**config.mk**
```make
export PLATFORM = sky130hd
export DESIGN_NAME = ultrasonic_echo_ranger_unit
export DESIGN_NICKNAME = d
export VERILOG_FILES = /design/src/rtl/uer_pkg.sv /design/src/rtl/uer_ctrl.sv /design/src/rtl/ultrasonic_echo_ranger_unit.sv
export SDC_FILE = /design/constraint.sdc
export NUM_CORES = 1
export LEC_CHECK = 0
export ABC_CLOCK_PERIOD_IN_PS = 5800
export BUFFER_PORTS_ARGS = -buffer_cell sky130_fd_sc_hd__buf_4
export CAP_MARGIN = 40
export CORE_MARGIN = 5
export CORE_UTILIZATION = 55
export DETAILED_ROUTE_END_ITERATION = 8
export GPL_TIMING_DRIVEN = 0
export PLACE_DENSITY = 0.76
export SLEW_MARGIN = 20
export SYNTH_ARGS = -nofsm -noshare
export SYNTH_HDL_FRONTEND = slang
export SYNTH_SLANG_ARGS = --single-unit
```
**constraint.sdc**
```tcl
create_clock -name clock -period 5.8 [get_ports clock]
set_clock_uncertainty 0.05 [all_clocks]
set_input_delay 0.58 -clock clock [delete_from_list [all_inputs] [get_ports clock]]
set_output_delay 0.58 -clock clock [all_outputs]
set_load 0.01 [all_outputs]
```
**src/rtl/uer_pkg.sv**
```systemverilog
// Shared types and constants of the ultrasonic echo ranger.
package uer_pkg;

   // Sequencer phases.
   localparam logic [2:0] PH_IDLE = 3'd0;
   localparam logic [2:0] PH_PRE  = 3'd1;
   localparam logic [2:0] PH_HIGH = 3'd2;
   localparam logic [2:0] PH_WAIT = 3'd3;
   localparam logic [2:0] PH_MEAS = 3'd4;

   // Result status codes.
   localparam logic [1:0] ST_OK       = 2'd0;
   localparam logic [1:0] ST_NO_ECHO  = 2'd1;
   localparam logic [1:0] ST_TOO_LONG = 2'd2;

   // Configuration register indexes.
   localparam logic CSR_UNIT_INCHES   = 1'b0;
   localparam logic CSR_TIMEOUT_TICKS = 1'b1;

   localparam logic [15:0] TIMEOUT_RESET = 16'd30000;

   // Q16 conversion factors from echo ticks to distance.
   localparam logic [10:0] K_CM_Q16 = 11'd1125;
   localparam logic [10:0] K_IN_Q16 = 11'd443;
   localparam logic [26:0] ROUND_HALF = 27'd32768;

   typedef struct packed {
      logic       start_req;
      logic [7:0] tries;
      logic       echo_level;
   } req_type;

   typedef struct packed {
      logic        trigger_level;
      logic        busy_res;
      logic        done_res;
      logic [10:0] distance;
      logic [1:0]  status;
   } rsp_type;

endpackage

```
**src/rtl/uer_ctrl.sv**
```systemverilog
// Measurement sequencer: trigger pulse, echo wait, echo width count and retries.
module uer_ctrl #(
   parameter int TRIGGER_HIGH_TICKS    = 10,
   parameter int TRIGGER_PRE_LOW_TICKS = 2
) (
   input  logic             clock,
   input  logic             reset,
   input  logic             step_en,
   input  uer_pkg::req_type req,
   input  logic             unit_inches,
   input  logic [15:0]      timeout_ticks,
   output uer_pkg::rsp_type rsp
);
   import uer_pkg::*;

   logic [2:0]  phase_ff, phase_in;
   logic [15:0] count_ff, count_in;
   logic [7:0]  tries_ff, tries_in;

   logic [2:0]  cur_phase;
   logic [15:0] cur_count;
   logic [7:0]  cur_tries;
   logic [15:0] count_inc;
   logic        fail;
   logic [1:0]  fail_code;
   logic [10:0] k_sel;
   logic [26:0] product;
   logic [26:0] rounded;
   logic [7:0]  tries_dec;

   // Only the measurement phase uses the product, where the count is the stored one.
   assign k_sel   = unit_inches ? K_IN_Q16 : K_CM_Q16;
   assign product = 27'(count_ff) * 27'(k_sel);
   assign rounded = product + ROUND_HALF;

   always_comb begin
      cur_phase = phase_ff;
      cur_count = count_ff;
      cur_tries = tries_ff;
      if (phase_ff == PH_IDLE && req.start_req) begin
         cur_phase = PH_PRE;
         cur_count = '0;
         cur_tries = (req.tries == 8'd0) ? 8'd1 : req.tries;
      end
      count_inc = cur_count + 16'd1;

      phase_in  = cur_phase;
      count_in  = cur_count;
      tries_in  = cur_tries;
      fail      = 1'b0;
      fail_code = ST_OK;
      rsp       = '0;

      case (cur_phase)
         PH_PRE: begin
            count_in = count_inc;
            if (count_inc >= 16'(TRIGGER_PRE_LOW_TICKS)) begin
               phase_in = PH_HIGH;
               count_in = '0;
            end
         end
         PH_HIGH: begin
            rsp.trigger_level = 1'b1;
            count_in = count_inc;
            if (count_inc >= 16'(TRIGGER_HIGH_TICKS)) begin
               phase_in = PH_WAIT;
               count_in = '0;
            end
         end
         PH_WAIT: begin
            if (req.echo_level) begin
               // The rising tick already counts as the first high tick.
               count_in = 16'd1;
               if (timeout_ticks <= 16'd1) begin
                  fail      = 1'b1;
                  fail_code = ST_TOO_LONG;
               end else begin
                  phase_in = PH_MEAS;
               end
            end else begin
               count_in = count_inc;
               if (count_inc >= timeout_ticks) begin
                  fail      = 1'b1;
                  fail_code = ST_NO_ECHO;
               end
            end
         end
         PH_MEAS: begin
            if (req.echo_level) begin
               count_in = count_inc;
               if (count_inc >= timeout_ticks) begin
                  fail      = 1'b1;
                  fail_code = ST_TOO_LONG;
               end
            end else begin
               rsp.distance = rounded[26:16];
               rsp.done_res = 1'b1;
               rsp.status   = ST_OK;
               phase_in     = PH_IDLE;
               count_in     = '0;
               tries_in     = '0;
            end
         end
         default: begin
            phase_in = PH_IDLE;
         end
      endcase

      tries_dec = (cur_tries == 8'd0) ? 8'd0 : cur_tries - 8'd1;
      if (fail) begin
         tries_in = tries_dec;
         count_in = '0;
         if (tries_dec == 8'd0) begin
            rsp.done_res = 1'b1;
            rsp.status   = fail_code;
            phase_in     = PH_IDLE;
         end else begin
            phase_in = PH_PRE;
         end
      end

      rsp.busy_res = (phase_in != PH_IDLE);
   end

   always_ff @(posedge clock) begin
      if (reset) begin
         phase_ff <= PH_IDLE;
         count_ff <= '0;
         tries_ff <= '0;
      end else if (step_en) begin
         phase_ff <= phase_in;
         count_ff <= count_in;
         tries_ff <= tries_in;
      end
   end

endmodule

```
**src/rtl/ultrasonic_echo_ranger_unit.sv**
```systemverilog
// Top level of the ultrasonic echo ranger: handshake, settings and result register.
//
// Each req item is one microsecond tick: the sampled echo level plus an
// optional start request with a try count (zero is taken as one try).
// Every item yields exactly one rsp item carrying the trigger pin level,
// busy and done flags, and on a finished measurement the status and the
// rounded distance in centimeters or inches.
// The step logic runs between the sequencer state and the rsp register, so
// a result appears in the cycle after its item is taken, and one item is
// taken every cycle while rsp_ready stays high.
// The rsp register holds one item; req_ready drops only while it is full and
// rsp_ready is low, so a stalled receiver stalls the sender with no loss.
// The csr port writes the unit select and the timeout at any edge where
// csr_we is high; writes are expected only while no measurement is running.
// Synchronous reset empties the rsp register, returns the sequencer to idle
// and loads centimeters with a timeout of 30000 ticks.
module ultrasonic_echo_ranger_unit #(
   parameter int TRIGGER_HIGH_TICKS    = 10,
   parameter int TRIGGER_PRE_LOW_TICKS = 2
) (
   input  logic             clock,
   input  logic             reset,
   input  logic             req_valid,
   output logic             req_ready,
   input  uer_pkg::req_type req_data,
   output logic             rsp_valid,
   input  logic             rsp_ready,
   output uer_pkg::rsp_type rsp_data,
   input  logic             csr_we,
   input  logic             csr_index,
   input  logic [15:0]      csr_wdata
);
   import uer_pkg::*;

   logic        unit_inches_ff;
   logic [15:0] timeout_ff;
   logic        rsp_valid_ff;
   rsp_type     rsp_data_ff;
   rsp_type     rsp_in;
   logic        accept;

   assign req_ready = !rsp_valid_ff || rsp_ready;
   assign accept    = req_valid && req_ready;
   assign rsp_valid = rsp_valid_ff;
   assign rsp_data  = rsp_data_ff;

   uer_ctrl #(
      .TRIGGER_HIGH_TICKS   (TRIGGER_HIGH_TICKS),
      .TRIGGER_PRE_LOW_TICKS(TRIGGER_PRE_LOW_TICKS)
   ) u_ctrl (
      .clock        (clock),
      .reset        (reset),
      .step_en      (accept),
      .req          (req_data),
      .unit_inches  (unit_inches_ff),
      .timeout_ticks(timeout_ff),
      .rsp          (rsp_in)
   );

   always_ff @(posedge clock) begin
      if (reset) begin
         unit_inches_ff <= 1'b0;
         timeout_ff     <= TIMEOUT_RESET;
      end else if (csr_we) begin
         case (csr_index)
            CSR_UNIT_INCHES:   unit_inches_ff <= csr_wdata[0];
            CSR_TIMEOUT_TICKS: timeout_ff     <= csr_wdata;
            default: begin
            end
         endcase
      end
   end

   always_ff @(posedge clock) begin
      if (reset) begin
         rsp_valid_ff <= 1'b0;
      end else if (accept) begin
         rsp_valid_ff <= 1'b1;
      end else if (rsp_ready) begin
         rsp_valid_ff <= 1'b0;
      end
   end

   always_ff @(posedge clock) begin
      if (accept) begin
         rsp_data_ff <= rsp_in;
      end
   end

endmodule

```
Word level (Yosys, flattened, before mapping). Index checks and enable logic that the tools add are counted.

Output and inout port bits: 18. Word-level logic and storage cells: 81. Register bits: 61. Bits of input ports: 32.

Bitwise gates (word level): 2. Order comparisons: 4. Reduce and logical (&&, ||, !) cells: 13. Eq/ne operators: 4. Add/sub/neg operators: 3. Multiplexer cells: 43. Multiply operators: 1.

Operators by type and width (number): two-way mux 16 bit (6); case mux 16 bit (4 select lines) (1); two-way mux 8 bit (6); two-way mux 14 bit (2); adder 27 x 16 -> 27 bit, second input constant (1); multiplier 16 x 11 -> 27 bit (1); logical NOT 8 bit (3); two-way mux 3 bit (7); adder 16 x 1 -> 16 bit, second input constant (1); greater-or-equal comparator 16 bit (1); greater-or-equal comparator 16 x 2 -> 1 bit, second input constant (1); greater-or-equal comparator 16 x 4 -> 1 bit, second input constant (1); <= comparator 16 x 1 -> 1 bit, second input constant (1); two-way mux 2 bit (6); case mux 3 bit (4 select lines) (1); two-way mux 1 bit (11); two-way mux 11 bit (1); subtractor 8 x 1 -> 8 bit, second input constant (1); equality test 3 x 2 -> 1 bit, second input constant (2); case mux 2 bit (2 select lines) (1); AND reduction 2 bit (2); equality test 3 x 1 -> 1 bit, second input constant (1); equality test 3 bit, second input constant (1); logical NOT 3 bit (1); 8 further kinds (10).

Depth between registers and ports, before layout.
Depth in word-level cells: 10. Mapped depth: 23. Depth with buffers taken out: 21.

Modules after synthesis. Synthesis repeated with hierarchy kept, for this count alone.

Cells, all modules: 1035. Area total of the unflattened synthesis: 8632.0 um2.

Modules (own cells, without submodules): uer_ctrl (instances 1, cells an instance 946, area each 7414.6 um2, sequential area each 540.5 um2); ultrasonic_echo_ranger_unit (instances 1, cells an instance 89, area each 1217.4 um2, sequential area each 840.8 um2).

Worst setup path after synthesis. No wires, ideal clock.

Path kind: flip-flop to flip-flop. Start: register u_ctrl.count_ff[4]. End: register rsp_data_ff, in the netlist rsp_data[10] (data pin). Slack: 0.115 ns. Data required time: 5.495 ns. Library setup time: 0.255 ns. Cell stages (with the launch flop): 21. Clock period less this slack: 5.685 ns. Arrival: 5.380 ns. Path buffers: 2. Path through: dfxtp_1 > buf_2 > clkbuf_1 > xor2_1 > and2_1 > ha_1 > or2_2 > fa_1 > inv_1 > fa_1 > inv_1 > fa_1 > fa_1 > ha_1 > a211oi_1 > o211ai_1 > a41o_1 > o211ai_1 > a21oi_1 > or4_1 > and3_1.

Longest elaborated chain between the ends: 2.

RTL lines: start, declared (line uer_ctrl.sv:17) `logic [15:0] count_ff, count_in;`; start signal, assigned (line uer_ctrl.sv:132) `count_ff <= count_in;`; multiplier 16 x 11 -> 27 bit (line uer_ctrl.sv:33) `assign product = 27'(count_ff) * 27'(k_sel);`; adder 27 x 16 -> 27 bit (line uer_ctrl.sv:34) `assign rounded = product + ROUND_HALF;`; end signal, assigned (line ultrasonic_echo_ranger_unit.sv:86) `rsp_data_ff <= rsp_in;`; end, declared (line ultrasonic_echo_ranger_unit.sv:38) `rsp_type rsp_data_ff;`.

Every way passes these cells. A chain may end at the register's enable or synchronous reset.

Worst setup path after layout.
Start: register u_ctrl.count_ff[11]. End: register rsp_data_ff, in the netlist rsp_data[10] (data pin).

Same word-level chain as after synthesis.

==> impl_results.md <==
* Startpoint types: register
* Fin worst setup slack at 170 ps
* VDD IR max at 171 uV
* RSZ-0062 raised after global routing: yes
* Pre-CTS setup slack at -526 ps
* P&R area growth vs syn at 15.9%
* DR iter-0 viols at roughly 580
* Main synth FF type: dfxtp_1
* Status: completed
* DP Cell Count at between 1,000 and 1,500
* Final hold vios at 0
* Yosys top cell by area: fa_1
* Core area at 15,000 sq um
* CP Data Arrival Time at about 5700 ps
* Cell Area, Placed at ~9000 sq um
* Total gr overflow at 0
* Mapped cell area at slightly above 8000 sq um
* CTS max path bufs at 2
* Final wirelength at 20,700 um
* Worst Hold Class: input port to register
* Post-route antenna net violation count at 0
* Initial Util at about 55%
* DR pass1 iterations at 8
* Hold Buf Count CTS at 0
* WL/cell at about 17 um
* Max-cap violations at 0
* Ports at 50
* Vias per inst at ~5.7
* Global placement routability congestion at 0.888
* Port-buffer cells at 48
* Final Non-Filler Cells at 1,234
* Design area at between 9000 and 10,000 sq um
* List of most frequent post-synthesis cells: 165 x inv_1, 102 x ha_1, 97 x nand2_1
* DR vias at around 7,100
* Yosys reg bits at 61
* Fin. max-slew vios at 0
* Cell variety after synth at 74
* Clk slew on worst S/H paths at 60 ps
* Power Dens Cells at ~140 nW/um^2
* # diodes at 0
* Register area share after synthesis at 16.6%
* Die W at between 100 and 150 um
* DRC viols at 0
* CTS tree: yes
* HPWL after DPL at ~16,000 um
* All-Layer GR Usage at between 20% and 30%
* Vias in the first global route at 7,080
* Reg area at roughly 1400 sq um
* Number of flops mapped to enable cells by yosys at 16
* Slew headroom at between 40% and 50%
* Die Ht at 133 um
* Syn avg cell area at between 8 and 9 sq um
* Antenna violations before repair at 0
* FFs w/ async S/R, synth at 0%
* Crit Path Class: register to register
* Final setup TNS at 0 ps
* Ratio of cells with drive above 1 in the final layout at 15.8%
* Inserted Clock Buffers at 9
* Clock Latency Late Sink at ~350 ps
* H-tree levels at 3
* Die ar. at about 18,000 sq um
* Syn. warnings at 0
* # setup viols final at 0
* Tightest Pin Transition at 832 ps
* WP data required at 5850 ps
* Synth area leaders: fa_1 22%, ha_1 15%, dfxtp_1 11%, inv_1 7.5%, edfxtp_1 5.8%
* Post-synth top area share at a little over a fifth
* Post-Syn Instances at about 960
* Fmax at between 0.15 and 0.2 GHz
* Final min period at about 5600 ps
* Root buf cell: clkbuf_16
* Largest net degree at the start of global routing at 26
* Final period util at a little over nine tenths
* FP Rows at between 40 and 50
* Worst Setup End Kind: register
* First-pass GRT wire length at 33,900 um
* Clock Sinks at 61
* NumNets Final at 1,266
* Footprint of the multi-input gates at 6260 sq um
* Pleak at approximately 0.0050 uW
* Maximum fanout along the worst path at 10
* Fillers at ~1,300
* Most common cell in the netlist: inv_1
state kept, by name (all words and copies together) (netlist names):
signal / count
rsp_valid: 1
u_ctrl.count_ff: 16
unit_inches_ff: 1
u_ctrl.tries_ff: 8
timeout_ff: 16
rsp_data: 16
u_ctrl.phase_ff: 3
cells by family (layout without fill, tap and decap cells):
family | after synthesis | after routing | share of synthesized area (%)
xor gates and xnor gates | 25 | 25 | 2.64
other | 2 | 15 | 0.0904
muxes | 23 | 23 | 2.85
DFF | 61 | 61 | 16.6
buffers and inverters | 214 | 288 | 10.3
and+or+nand+nor | 289 | 289 | 17.7
AOI/OAI and AO/OA | 152 | 152 | 12.5
adders and majority gates | 193 | 193 | 37.3
layer usage:
layer / track usage, % / vias to the layer above / routed length (um)
met5: 0 / - / 0
met2: 40.5 / 281 / 10200
met4: 7.68 / 0 / 639
met3: 3.95 / 62 / 1390
li1: - / 3336 / -
met1: 30.1 / 3389 / 8540
area by class of cell:
class	instances	area share [%]
tap	188	2.44
clock buffer	10	2.60
timing repair buffer	60	4.90
buffer	46	3.18
inverter	166	6.47
clock inverter	6	0.793
sequential	61	14.6
multi-input combinational	697	65.0
per-stage QoR:
stage                     total power, uW  hold slack, ps  utilization [%]
final                                1340             408             64.3
after global routing                 1400             428             64.3
after CTS                            1340             407             62.5
after detailed placement              737             408             59.8
after global placement                732             406             59.7
after floorplan                       656             391                -
where the power goes:
| group | internal, uW | leakage, uW | switching [uW] |
|---|---|---|---|
| logic | 113 | 0.00430 | 158 |
| registers | 455 | 0.000534 | 13.5 |
| clock network | 367 | 0.000161 | 237 |
| total | 934 | 0.00500 | 408 |
placed cells by master, fill, tap and decap left out, types with 6 or more instances in the layout:
| master | count |
|---|---|
| a21o_1 | 9 |
| a21oi_1 | 28 |
| a31oi_1 | 8 |
| and2_1 | 8 |
| and3_1 | 11 |
| buf_4 | 62 |
| buf_6 | 8 |
| clkbuf_1 | 24 |
| clkbuf_16 | 11 |
| conb_1 | 15 |
| dfxtp_1 | 36 |
| edfxtp_1 | 16 |
| fa_1 | 89 |
| ha_1 | 99 |
| inv_1 | 165 |
| mux2i_1 | 20 |
| nand2_1 | 96 |
| nand2b_1 | 13 |
| nand3_1 | 20 |
| nor2_1 | 57 |
| nor3_1 | 11 |
| nor4_1 | 12 |
| o211ai_1 | 15 |
| o21ai_0 | 27 |
| o21ai_1 | 10 |
| o31ai_1 | 6 |
| or2_2 | 8 |
| or3_1 | 9 |
| xnor2_1 | 17 |
| xor2_1 | 8 |
repair_timing:
| item | in CTS | in global routing |
|---|---|---|
| endpoints found under the setup margin | 31 | 6 |
| pin swaps | 3 | 20 |
| buffers inserted | 1 | 10 |
| cloned | 0 | 1 |
| gates resized for setup | 34 | 61 |
path summary, 6_finish.rpt:
check	startpoint	endpoint	slack (ps)	cells after the start
worst max-delay path	u_ctrl.count_ff[11]$_SDFFE_PP0P_	rsp_data[10]$_SDFFCE_PN0P_	170	18
worst min-delay path	csr_wdata[13]	timeout_ff[13]$_SDFFE_PP1P_	410	3
worst max register to register	u_ctrl.count_ff[11]$_SDFFE_PP0P_	rsp_data[10]$_SDFFCE_PN0P_	170	18
worst min register to register	timeout_ff[0]$_SDFFE_PP0P_	timeout_ff[0]$_SDFFE_PP0P_	410	2
critical path, stage by stage (launching register included):
cell	delay, ps
dfxtp_1	430
buf_6	170
nor2b_4	200
fa_1	450
fa_1	450
fa_1	530
fa_1	560
inv_1	60
fa_1	540
inv_1	40
ha_1	300
a21o_1	190
a21oi_2	190
buf_4	150
a31oi_4	100
o211ai_1	170
a21oi_2	140
or4_1	470
and3_1	190
No activity file was read; power rests on OpenSTA's default activity.
